**src/hdl/spim_pkg.sv**
```systemverilog
// Package for the sparse paged ID map: sizes, request and status codes,
// and the command and status structs between controller and datapath.
// No dependencies.
package spim_pkg;

  localparam int PAGE_SLOTS = 64;
  localparam int DIR_DEPTH  = 16;
  localparam int VAL_W      = 256;
  localparam int ID_W       = 64;
  localparam int SLOT_W     = $clog2(PAGE_SLOTS);
  localparam int PAGE_W     = ID_W - SLOT_W;
  localparam int DIR_W      = $clog2(DIR_DEPTH);
  localparam int CNT_W      = $clog2(DIR_DEPTH + 1);
  localparam int POP_W      = $clog2(PAGE_SLOTS + 1);
  localparam int TOT_W      = 11;
  localparam int MEM_DEPTH  = DIR_DEPTH * PAGE_SLOTS;
  localparam int MADDR_W    = DIR_W + SLOT_W;
  localparam int MAX_ITER   = DIR_DEPTH + 2;
  localparam int ITER_W     = $clog2(MAX_ITER + 1);

  // Request codes.
  localparam logic [2:0] REQ_GET   = 3'd0;
  localparam logic [2:0] REQ_PUT   = 3'd1;
  localparam logic [2:0] REQ_DEL   = 3'd2;
  localparam logic [2:0] REQ_ALLOC = 3'd3;
  localparam logic [2:0] REQ_CLEAR = 3'd4;

  // Result status codes.
  localparam logic [2:0] ST_OK       = 3'd0;
  localparam logic [2:0] ST_NOTFOUND = 3'd1;
  localparam logic [2:0] ST_NOFREE   = 3'd2;
  localparam logic [2:0] ST_INVAL    = 3'd3;
  localparam logic [2:0] ST_DIRFULL  = 3'd4;

  typedef struct packed {
    logic       load;
    logic       srch_init;
    logic       srch_step;
    logic       slot_init;
    logic       slot_inc;
    logic       rd_issue;
    logic       wr_put;
    logic       wr_del;
    logic       create;
    logic       fill_step;
    logic       clear_all;
    logic       next_page;
    logic       fin;
    logic       fin_rd;
    logic       fin_found_id;
    logic       fin_found_slot;
    logic [2:0] fin_status;
  } ctl_cmd_t;

  typedef struct packed {
    logic [2:0] req;
    logic       val_zero;
    logic       srch_done;
    logic       has;
    logic       dir_full;
    logic       pop_full;
    logic       slot_empty;
    logic       slot_last;
    logic       slot_at_end;
    logic       loop_stop;
    logic       page_top;
    logic       fill_last;
  } dp_stat_t;

endpackage

```
**src/hdl/spim_ctrl.sv**
```systemverilog
// Controller state machine of the sparse paged ID map.
// Depends on spim_pkg; drives the datapath by commands only.
module spim_ctrl (
  input  logic              clk_i,
  input  logic              rst_ni,
  input  logic              start_i,
  output logic              busy_o,
  input  spim_pkg::dp_stat_t stat_i,
  output spim_pkg::ctl_cmd_t cmd_o
);
  import spim_pkg::*;

  localparam logic [3:0] S_IDLE   = 4'd0;
  localparam logic [3:0] S_DISP   = 4'd1;
  localparam logic [3:0] S_SEARCH = 4'd2;
  localparam logic [3:0] S_DECIDE = 4'd3;
  localparam logic [3:0] S_CHECK  = 4'd4;
  localparam logic [3:0] S_FILL   = 4'd5;
  localparam logic [3:0] S_LOOP   = 4'd6;
  localparam logic [3:0] S_SCAN   = 4'd7;
  localparam logic [3:0] S_NEXT   = 4'd8;

  logic [3:0] state_q, state_d;

  assign busy_o = (state_q != S_IDLE);

  // Next state and command decode.
  always_comb begin
    cmd_o   = '0;
    state_d = state_q;
    unique case (state_q)
      S_IDLE: begin
        if (start_i) begin
          cmd_o.load = 1'b1;
          state_d    = S_DISP;
        end
      end
      S_DISP: begin
        unique case (stat_i.req) inside
          REQ_GET, REQ_DEL: begin
            cmd_o.srch_init = 1'b1;
            cmd_o.slot_init = 1'b1;
            state_d         = S_SEARCH;
          end
          REQ_PUT: begin
            if (stat_i.val_zero) begin
              cmd_o.fin        = 1'b1;
              cmd_o.fin_status = ST_INVAL;
              state_d          = S_IDLE;
            end else begin
              cmd_o.srch_init = 1'b1;
              cmd_o.slot_init = 1'b1;
              state_d         = S_SEARCH;
            end
          end
          REQ_ALLOC: state_d = S_LOOP;
          REQ_CLEAR: begin
            cmd_o.clear_all  = 1'b1;
            cmd_o.fin        = 1'b1;
            cmd_o.fin_status = ST_OK;
            state_d          = S_IDLE;
          end
          default: begin
            cmd_o.fin        = 1'b1;
            cmd_o.fin_status = ST_OK;
            state_d          = S_IDLE;
          end
        endcase
      end
      S_SEARCH: begin
        if (stat_i.srch_done) begin
          state_d = S_DECIDE;
        end else begin
          cmd_o.srch_step = 1'b1;
        end
      end
      S_DECIDE: begin
        unique case (stat_i.req) inside
          REQ_GET, REQ_DEL: begin
            if (!stat_i.has) begin
              cmd_o.fin        = 1'b1;
              cmd_o.fin_status = ST_NOTFOUND;
              state_d          = S_IDLE;
            end else begin
              cmd_o.rd_issue = 1'b1;
              state_d        = S_CHECK;
            end
          end
          REQ_PUT: begin
            if (stat_i.has) begin
              cmd_o.rd_issue = 1'b1;
              state_d        = S_CHECK;
            end else if (stat_i.dir_full) begin
              cmd_o.fin        = 1'b1;
              cmd_o.fin_status = ST_DIRFULL;
              state_d          = S_IDLE;
            end else begin
              cmd_o.create = 1'b1;
              state_d      = S_FILL;
            end
          end
          default: begin
            if (!stat_i.has) begin
              cmd_o.fin          = 1'b1;
              cmd_o.fin_found_id = 1'b1;
              cmd_o.fin_status   = ST_OK;
              state_d            = S_IDLE;
            end else if (!stat_i.pop_full) begin
              cmd_o.slot_init = 1'b1;
              state_d         = S_SCAN;
            end else begin
              state_d = S_NEXT;
            end
          end
        endcase
      end
      S_CHECK: begin
        unique case (stat_i.req) inside
          REQ_GET: begin
            cmd_o.fin        = 1'b1;
            cmd_o.fin_rd     = !stat_i.slot_empty;
            cmd_o.fin_status = stat_i.slot_empty ? ST_NOTFOUND : ST_OK;
            state_d          = S_IDLE;
          end
          REQ_DEL: begin
            cmd_o.wr_del     = !stat_i.slot_empty;
            cmd_o.fin        = 1'b1;
            cmd_o.fin_status = stat_i.slot_empty ? ST_NOTFOUND : ST_OK;
            state_d          = S_IDLE;
          end
          REQ_PUT: begin
            cmd_o.wr_put     = 1'b1;
            cmd_o.fin        = 1'b1;
            cmd_o.fin_status = ST_OK;
            state_d          = S_IDLE;
          end
          default: begin
            if (stat_i.slot_empty) begin
              cmd_o.fin            = 1'b1;
              cmd_o.fin_found_slot = 1'b1;
              cmd_o.fin_status     = ST_OK;
              state_d              = S_IDLE;
            end else if (stat_i.slot_last) begin
              state_d = S_NEXT;
            end else begin
              cmd_o.slot_inc = 1'b1;
              state_d        = S_SCAN;
            end
          end
        endcase
      end
      S_FILL: begin
        cmd_o.fill_step = 1'b1;
        if (stat_i.fill_last) begin
          cmd_o.fin        = 1'b1;
          cmd_o.fin_status = ST_OK;
          state_d          = S_IDLE;
        end
      end
      S_LOOP: begin
        if (stat_i.loop_stop) begin
          cmd_o.fin        = 1'b1;
          cmd_o.fin_status = ST_NOFREE;
          state_d          = S_IDLE;
        end else begin
          cmd_o.srch_init = 1'b1;
          state_d         = S_SEARCH;
        end
      end
      S_SCAN: begin
        if (stat_i.slot_at_end) begin
          cmd_o.fin        = 1'b1;
          cmd_o.fin_status = ST_NOFREE;
          state_d          = S_IDLE;
        end else begin
          cmd_o.rd_issue = 1'b1;
          state_d        = S_CHECK;
        end
      end
      S_NEXT: begin
        if (stat_i.page_top) begin
          cmd_o.fin        = 1'b1;
          cmd_o.fin_status = ST_NOFREE;
          state_d          = S_IDLE;
        end else begin
          cmd_o.next_page = 1'b1;
          state_d         = S_LOOP;
        end
      end
      default: state_d = S_IDLE;
    endcase
  end

  // State register.
  always_ff @(posedge clk_i or negedge rst_ni) begin
    if (!rst_ni) begin
      state_q <= S_IDLE;
    end else begin
      state_q <= state_d;
    end
  end

endmodule

```
**config.mk**
```make
export PLATFORM = sky130hd
export DESIGN_NAME = spim_ctrl
export DESIGN_NICKNAME = d
export VERILOG_FILES = /design/src/hdl/spim_pkg.sv /design/src/hdl/spim_ctrl.sv
export SDC_FILE = /design/constraint.sdc
export NUM_CORES = 1
export LEC_CHECK = 0
export ABC_AREA = 1
export BUFFER_PORTS_ARGS = -buffer_cell sky130_fd_sc_hd__buf_4
export CAP_MARGIN = 20
export CORE_ASPECT_RATIO = 1.1
export CORE_MARGIN = 2
export CORE_UTILIZATION = 40
export DETAILED_ROUTE_END_ITERATION = 16
export PLACE_DENSITY = 0.73
export SLEW_MARGIN = 5
export SYNTH_ARGS = -nofsm -noshare
export SYNTH_HDL_FRONTEND = slang
export SYNTH_SLANG_ARGS = --single-unit
```
**constraint.sdc**
```tcl
create_clock -name clk_i -period 1.7 [get_ports clk_i]
set_input_delay 0.255 -clock clk_i [delete_from_list [all_inputs] [get_ports clk_i]]
set_output_delay 0.255 -clock clk_i [all_outputs]
set_load 0.05 [all_outputs]
```
==> metrics.log, run 1 <==
INFO  metric worst_slack = -0.04025 ns
INFO  metric layout_common_cells = nand2_1 (31), buf_4 (31), nor2_1 (17)
INFO  metric groute.layer.met1.usage = 31.16%
INFO  metric ys_seq_elements = 4
INFO  metric cts_made_buffers = 3
INFO  metric placed_cells = 182
INFO  metric cpPeakStageDelay = 0.47 ns
INFO  metric largest_reg_flops = 4
INFO  metric crit_chain = inv_4, nand2_2, nor2_4, inv_2, nor4_2, buf_4
INFO  metric grt_usage = 23.82%
INFO  metric hold_path_end = state_q[3]
INFO  metric path_delay_family = flip-flops
INFO  metric tritoncts = done
INFO  metric post-place-ws = 0.09862 ns
INFO  metric groute.layer.met2.usage = 39.95%
INFO  metric first_pass_grt_wire_length = 3884 µm
INFO  metric startpoint_type = register
INFO  metric biggestRegsByFlops = state_q x4
INFO  metric post-route-drc-count = 0
INFO  metric drive_above_1_share = 56.74%
INFO  metric finish_stage_setup_viols = 4
INFO  metric dpl.hpwl = 1846 µm
INFO  metric finalCoreUtilization = 73.42%
INFO  metric comb_power_share = 78.7%
INFO  metric net_switching_power = 0.8807 mW
INFO  metric fin_crit = 1.740 ns
INFO  metric insertion_delay = 0.23 ns
INFO  metric postRouteWirelength = 2531 µm
INFO  metric timing.clock.skew = 0.0004562 ns
INFO  metric finish.net_count = 197
INFO  metric power_switching_share = 57.03%
INFO  metric power.ir.vdd_worst = 0.0007003 V
INFO  metric status = finished with violations
INFO  metric detailedRoute.firstIterationViolations = 35
INFO  metric max-cap-violations = 0
INFO  metric maximum_fanout_encountered_on_the_critical_timing_path = 6
INFO  metric hold_path_cells = 3
INFO  metric grt_remaining_overflow = 0
INFO  metric clkPwrFrac = 7.4%
INFO  metric ys_seq_area_share = 13.94%
INFO  metric power_density = 1208 nW/µm²
INFO  metric floorplan_die_width = 44.40 µm
INFO  metric cts_root_buf = clkbuf_4
INFO  metric synth_cells = 129
INFO  metric diodes = 0
INFO  metric cp_data_required_time = 1.44 ns
INFO  metric synth_top_area_share = 18.29%
INFO  metric maximum_number_of_pins_on_one_net_before_global_route_repair = 8
INFO  metric cellLeakagePower = 0.7014 nW
INFO  metric reg2reg_setup_slack = 0.35 ns
INFO  metric number_of_standard_cell_rows_in_the_floorplan = 16
INFO  metric cts_max_level = 1
INFO  metric grt_setup_unrepaired = true
INFO  metric hold_start = stat_i[6]
INFO  metric number_of_global_route_vias_before_repair = 925
INFO  metric layout-area-overhead-vs-synth = 78.05%
INFO  metric global_route.peak_usage_layer = met2
INFO  metric placeableCoreArea = 1742 µm²
INFO  metric first_pass_iters = 4
INFO  metric violations = negative setup slack
INFO  metric combined_buffer_and_inverter_count_along_the_critical_path = 3
INFO  metric worst-setup-path-type = register to output pin
INFO  metric instance_area_after_placement = 1028 µm²
INFO  metric clock-sinks = 4
INFO  metric r2r.worst_path.cells = 7
INFO  metric final-instance-count-excl-fill = 196
INFO  metric initial_cell_density_of_the_core = 41.24%
INFO  metric ioPinCount = 37
INFO  metric seq_power_share = 13.9%
INFO  metric synth.net_count = 146
INFO  metric ctsLongestPathBuffers = 2
INFO  metric gp_congestion = 0.8946
INFO  metric synth.top_cells.by_area = nand2_1 (18%), dfrtp_1 (14%), nor2_1 (13%)
INFO  metric finalInstanceArea = 1279 µm²
INFO  metric post-synth-top-area-cell = nand2_1
INFO  metric hold_viol_final = 0
INFO  metric vias_per_cell = 5.296
INFO  metric timing.rr.start = state_q[3]
INFO  metric grt_antenna_before_repair = 0
INFO  metric wl_per_cell = 12.91 µm
INFO  metric largest-register = state_q
INFO  metric synthesis.area = 718.2 µm²
INFO  metric met3_global_route_usage = 2.985%
INFO  metric max_slew.worst_pin.slew = 0.4029 ns
INFO  metric die_area = 2151 µm²
INFO  metric crit_path_top_delay_cell = dfrtp_2
INFO  metric hold_slack = 0.2887 ns
INFO  metric synthesis.yosys.warnings = 0
INFO  metric dieHeight = 48.44 µm
INFO  metric achievable-frequency = 0.5746 GHz
INFO  metric cp_data_arrival_time = 1.49 ns
INFO  metric placement.io_buffers = 36
INFO  metric internal_power = 0.6635 mW
INFO  metric post-layout-total-power = 1.544 mW
INFO  metric ys_types = 21
INFO  metric setup.worst_path.end_class = output pin
INFO  metric drtAntennaViolNets = 0
INFO  metric synth_area_per_cell = 5.567 µm²
INFO  metric max_slew_margin = 72.99%
INFO  metric holdCritPathClass = input port to register
INFO  metric cts.reportedPaths.clkPinSlew = 0.04 ns
INFO  metric period_share = 102.4%
INFO  metric report.final.slew_viol_count = 0
INFO  metric finalSetupTns = -0.1095 ns
INFO  metric detailed_route_via_count = 1038
INFO  metric r2r-end = state_q[0]
[cell type report]
class                   count  area (µm²)
multi-input cells         100       609.3
fillers                   135       462.9
repair buffers             47       427.9
flip-flops and latches      4       103.9
inverters                  24       92.59
clock buffers               3       22.52
well taps                  18       22.52
[cells in the mapped netlist, drive strengths merged]
cell type and number:
dfrtp 4, buf 1, nor3 4, a21oi 3, nor2 30, o21ai 4
nand2 44, nor4 1, inv 24, nand3 7, nand4 7
[power by group through the flow]
| stage | combinational (mW) | sequential [mW] | clock (mW) |
|---|---|---|---|
| final | 1.22 | 0.215 | 0.114 |
| after global routing | 1.29 | 0.218 | 0.128 |
| after CTS | 1.09 | 0.196 | 0.117 |
| after detailed placement | 0.950 | 0.190 | 0 |
| after global placement | 0.945 | 0.185 | 0 |
| after floorplan | 0.765 | 0.158 | 0 |
[worst min-delay path, cell delays in order]
cell and delay (ns):
buf_4 0.11, nand2_1 0.05, a21oi_1 0.06
[cell families (layout without fill, tap and decap cells)]
kind of cell | Yosys count | after routing | synth area share, %
DFF | 4 | 4 | 13.94
and+or+nand+nor | 93 | 93 | 66.03
buffers and inverters | 25 | 74 | 14.11
AOI/OAI and AO/OA | 7 | 7 | 5.923
[per-layer routing]
metal  vias up  share of wire [%]
met5         -                  0
met4         0               0.36
met3         2                8.2
met2        59                 50
met1       476                 41
li1        501                  -
[worst max-delay path by stage]
stage,startpoint,end,depth (start not counted)
6_report,state_q[1],cmd_o[8],6
5_1_grt,state_q[1],cmd_o[8],6
4_1_cts,state_q[3],cmd_o[6],8
3_5_place_dp,state_q[0],cmd_o[6],7
3_3_place_gp,state_q[0],cmd_o[6],7
2_1_floorplan,state_q[1],cmd_o[8],5
[repair_timing]
| action | in CTS | in global routing |
|---|---|---|
| buffers inserted | 7 | 3 |
| resized for setup | 12 | 28 |
| pin swaps | 9 | 12 |
| hold buffers | 1 | 0 |
| endpoints found under the hold margin | 4 | 0 |
| setup endpoints to repair | 11 | 15 |
(Power assumes the default switching activity.)
==> run 2: changes to the inputs <==
--- a/config.mk
+++ b/config.mk
@@ -13,6 +13,7 @@
 export CORE_UTILIZATION = 40
 export DETAILED_ROUTE_END_ITERATION = 16
 export PLACE_DENSITY = 0.73
+export SKIP_CTS_REPAIR_TIMING = 1
 export SLEW_MARGIN = 5
 export SYNTH_ARGS = -nofsm -noshare
 export SYNTH_HDL_FRONTEND = slang
==> metrics.log, run 2 (synthesis gave the netlist of run 1 again) <==
INFO  metric timing.rr.start = state_q[3]
INFO  metric layout_commonest_cell = buf_4
INFO  metric power_switching_share = 57.18% (+0.15 points)
INFO  metric placement.io_buffers = 36 (unchanged)
INFO  metric clock-sinks = 4 (unchanged)
INFO  metric hold_path_end = state_q[3]
INFO  metric placeableCoreArea = 1742 µm² (unchanged)
INFO  metric storage_element_area = 103.9 µm² (unchanged)
INFO  metric max_slew.worst_pin.slew = 0.3255 ns (-0.07740 ns)
INFO  metric number_of_global_route_vias_before_repair = 866 (-6.4%)
INFO  metric maximum_number_of_pins_on_one_net_before_global_route_repair = 9 (+1)
INFO  metric layout-area-overhead-vs-synth = 76.83%
INFO  metric ioPinCount = 37 (unchanged)
INFO  metric grt_antenna_before_repair = 0 (unchanged)
INFO  metric cellLeakagePower = 0.7021 nW (about the same)
INFO  metric uppermost_metal_layer_occupied_by_signal_nets = met4
INFO  metric finish.net_count = 198 (+0.51%)
INFO  metric biggestRegsByFlops = state_q x4
INFO  metric vias_per_cell = 4.975 (-6.1%)
INFO  metric number_of_standard_cell_rows_in_the_floorplan = 16 (unchanged)
INFO  metric layout_common_cells = buf_4 (33), nand2_1 (31), nor2_1 (18)
INFO  metric met2_length = 1192 µm (-6.7%)
INFO  metric drive_above_1_share = 54.75% (-2.0 points)
INFO  metric detailed_route_via_count = 980 (-5.6%)
INFO  metric hold_start = stat_i[6]
INFO  metric net_switching_power = 0.8621 mW (-2.1%)
INFO  metric cts_root_buf = clkbuf_4
INFO  metric seq_power_share = 14.0% (about the same)
INFO  metric first_pass_grt_wire_length = 3546 µm (-8.7%)
INFO  metric grt_remaining_overflow = 0 (unchanged)
INFO  metric routed_wl_met3 = 106 µm (-49%)
INFO  metric achievable-frequency = 0.5649 GHz (-1.7%)
INFO  metric wl_per_cell = 11.92 µm (-7.7%)
INFO  metric final.fill_count = 148 (+9.6%)
INFO  metric cts_made_buffers = 3 (unchanged)
INFO  metric gp_congestion = 0.8946 (unchanged)
INFO  metric internal_power = 0.6456 mW (-2.7%)
INFO  metric worst_slack = -0.07008 ns (-0.02983 ns)
INFO  metric finish_stage_setup_viols = 6 (+2)
INFO  metric startpoint_type = register
INFO  metric period_share = 104.1% (+1.8 points)
INFO  metric fin_crit = 1.770 ns (+0.02983 ns)
INFO  metric post-route-drc-count = 0 (unchanged)
INFO  metric largest_reg_flops = 4 (unchanged)
INFO  metric post-place-ws = 0.09862 ns (unchanged)
INFO  metric dieHeight = 48.44 µm (unchanged)
INFO  metric worst-setup-path-type = register to output pin
INFO  metric grt_usage = 21.58% (-2.2 points)
INFO  metric comb_power_share = 78.4% (-0.3 points)
INFO  metric diodes = 0 (unchanged)
INFO  metric clkPwrFrac = 7.6% (+0.2 points)
INFO  metric cts.reportedPaths.clkPinSlew = 0.04 ns (about the same)
INFO  metric grt_setup_unrepaired = true
INFO  metric largest-register = state_q
INFO  metric initial_cell_density_of_the_core = 41.24% (unchanged)
INFO  metric postRouteWirelength = 2348 µm (-7.2%)
INFO  metric timing.clock.skew = 0.002379 ns (+0.001923 ns)
INFO  metric dpl.hpwl = 1846 µm (unchanged)
INFO  metric report.final.slew_viol_count = 0 (unchanged)
INFO  metric cp_data_arrival_time = 1.52 ns (+0.03 ns)
INFO  metric max_slew_margin = 78.18% (+5.2 points)
INFO  metric floorplan_die_width = 44.40 µm (unchanged)
INFO  metric power.ir.vdd_worst = 0.0007277 V (+3.9%)
INFO  metric final-instance-count-excl-fill = 197 (+0.51%)
INFO  metric setup.worst_path.end_class = output pin
INFO  metric placed_cells = 182 (unchanged)
INFO  metric drtAntennaViolNets = 0 (unchanged)
INFO  metric status = finished with violations
INFO  metric first_pass_iters = 4 (unchanged)
INFO  metric cts_max_level = 1 (unchanged)
INFO  metric maximum_fanout_encountered_on_the_critical_timing_path = 5 (-1)
INFO  metric reg2reg_setup_slack = 0.40 ns (+0.05 ns)
INFO  metric cp_data_required_time = 1.44 ns (about the same)
INFO  metric tritoncts = done
INFO  metric wire_length_on_met1 = 1037 µm (about the same)
INFO  metric hold_viol_final = 0 (unchanged)
INFO  metric ctsLongestPathBuffers = 2 (unchanged)
INFO  metric r2r-end = state_q[0]
INFO  metric violations = negative setup slack
INFO  metric holdCritPathClass = input port to register
INFO  metric insertion_delay = 0.23 ns (about the same)
INFO  metric die_area = 2151 µm² (unchanged)
INFO  metric hold_path_cells = 3 (unchanged)
INFO  metric detailedRoute.firstIterationViolations = 22 (-37%)
INFO  metric power_density = 1187 nW/µm² (-1.7%)
INFO  metric r2r.worst_path.cells = 9 (+2)
INFO  metric area_occupied_by_multi_input_gates = 601.8 µm² (-1.2%)
INFO  metric max-cap-violations = 0 (unchanged)
[run 2: worst max-delay path, stage by stage, from the launching register on]
cell and delay (ns):
dfrtp_2 0.44, inv_2 0.09, nand2_4 0.09, nor2_4 0.16
nand2_4 0.09, buf_4 0.15, nor2_4 0.11, buf_8 0.15
[run 2: worst max-delay path by stage]
stage / startpoint / to / slack [ns]
6_report: state_q[3] / cmd_o[10] / -0.07
5_1_grt: state_q[3] / cmd_o[6] / -0.15
4_1_cts: state_q[0] / cmd_o[6] / -0.15
3_5_place_dp: state_q[0] / cmd_o[6] / 0.1
3_3_place_gp: state_q[0] / cmd_o[6] / 0.12
2_1_floorplan: state_q[1] / cmd_o[8] / -0.21
[run 2: layout make-up]
cell class | instances | share of cell area (%)
inverters | 24 | 7.291
flip-flops and latches | 4 | 8.177
repair buffers | 48 | 33.60
well taps | 18 | 1.773
clock buffers | 3 | 1.773
multi-input cells | 100 | 47.39
[run 2: power by group through the flow]
stage,clock network (mW),registers [mW],logic [mW]
finish,0.115,0.211,1.18
global route,0.128,0.213,1.27
CTS,0.117,0.188,0.952
detailed placement,0,0.190,0.950
global placement,0,0.185,0.945
floorplan,0,0.158,0.765
[run 2: per-stage QoR]
step	area [µm²]	power (mW)	utilization, %	hold WS [ns]	setup TNS, ns
6_report	1270	1.508	72.92	0.2920	-0.2277
5_1_grt	1270	1.614	72.92	0.2979	-0.8862
4_1_cts	1051	1.258	60.34	-0.1907	-0.8263
3_5_place_dp	1028	1.140	59.05	0.05242	0
3_3_place_gp	1028	1.130	59.05	0.04989	0
2_1_floorplan	747.0	0.9238	-	-0.04059	-0.2238
[run 2: metal layers]
layer,track usage [%],up-vias
li1,-,498
met2,35.54,27
met1,29.30,453
met4,6.061,0
met5,0,-
met3,2.239,2
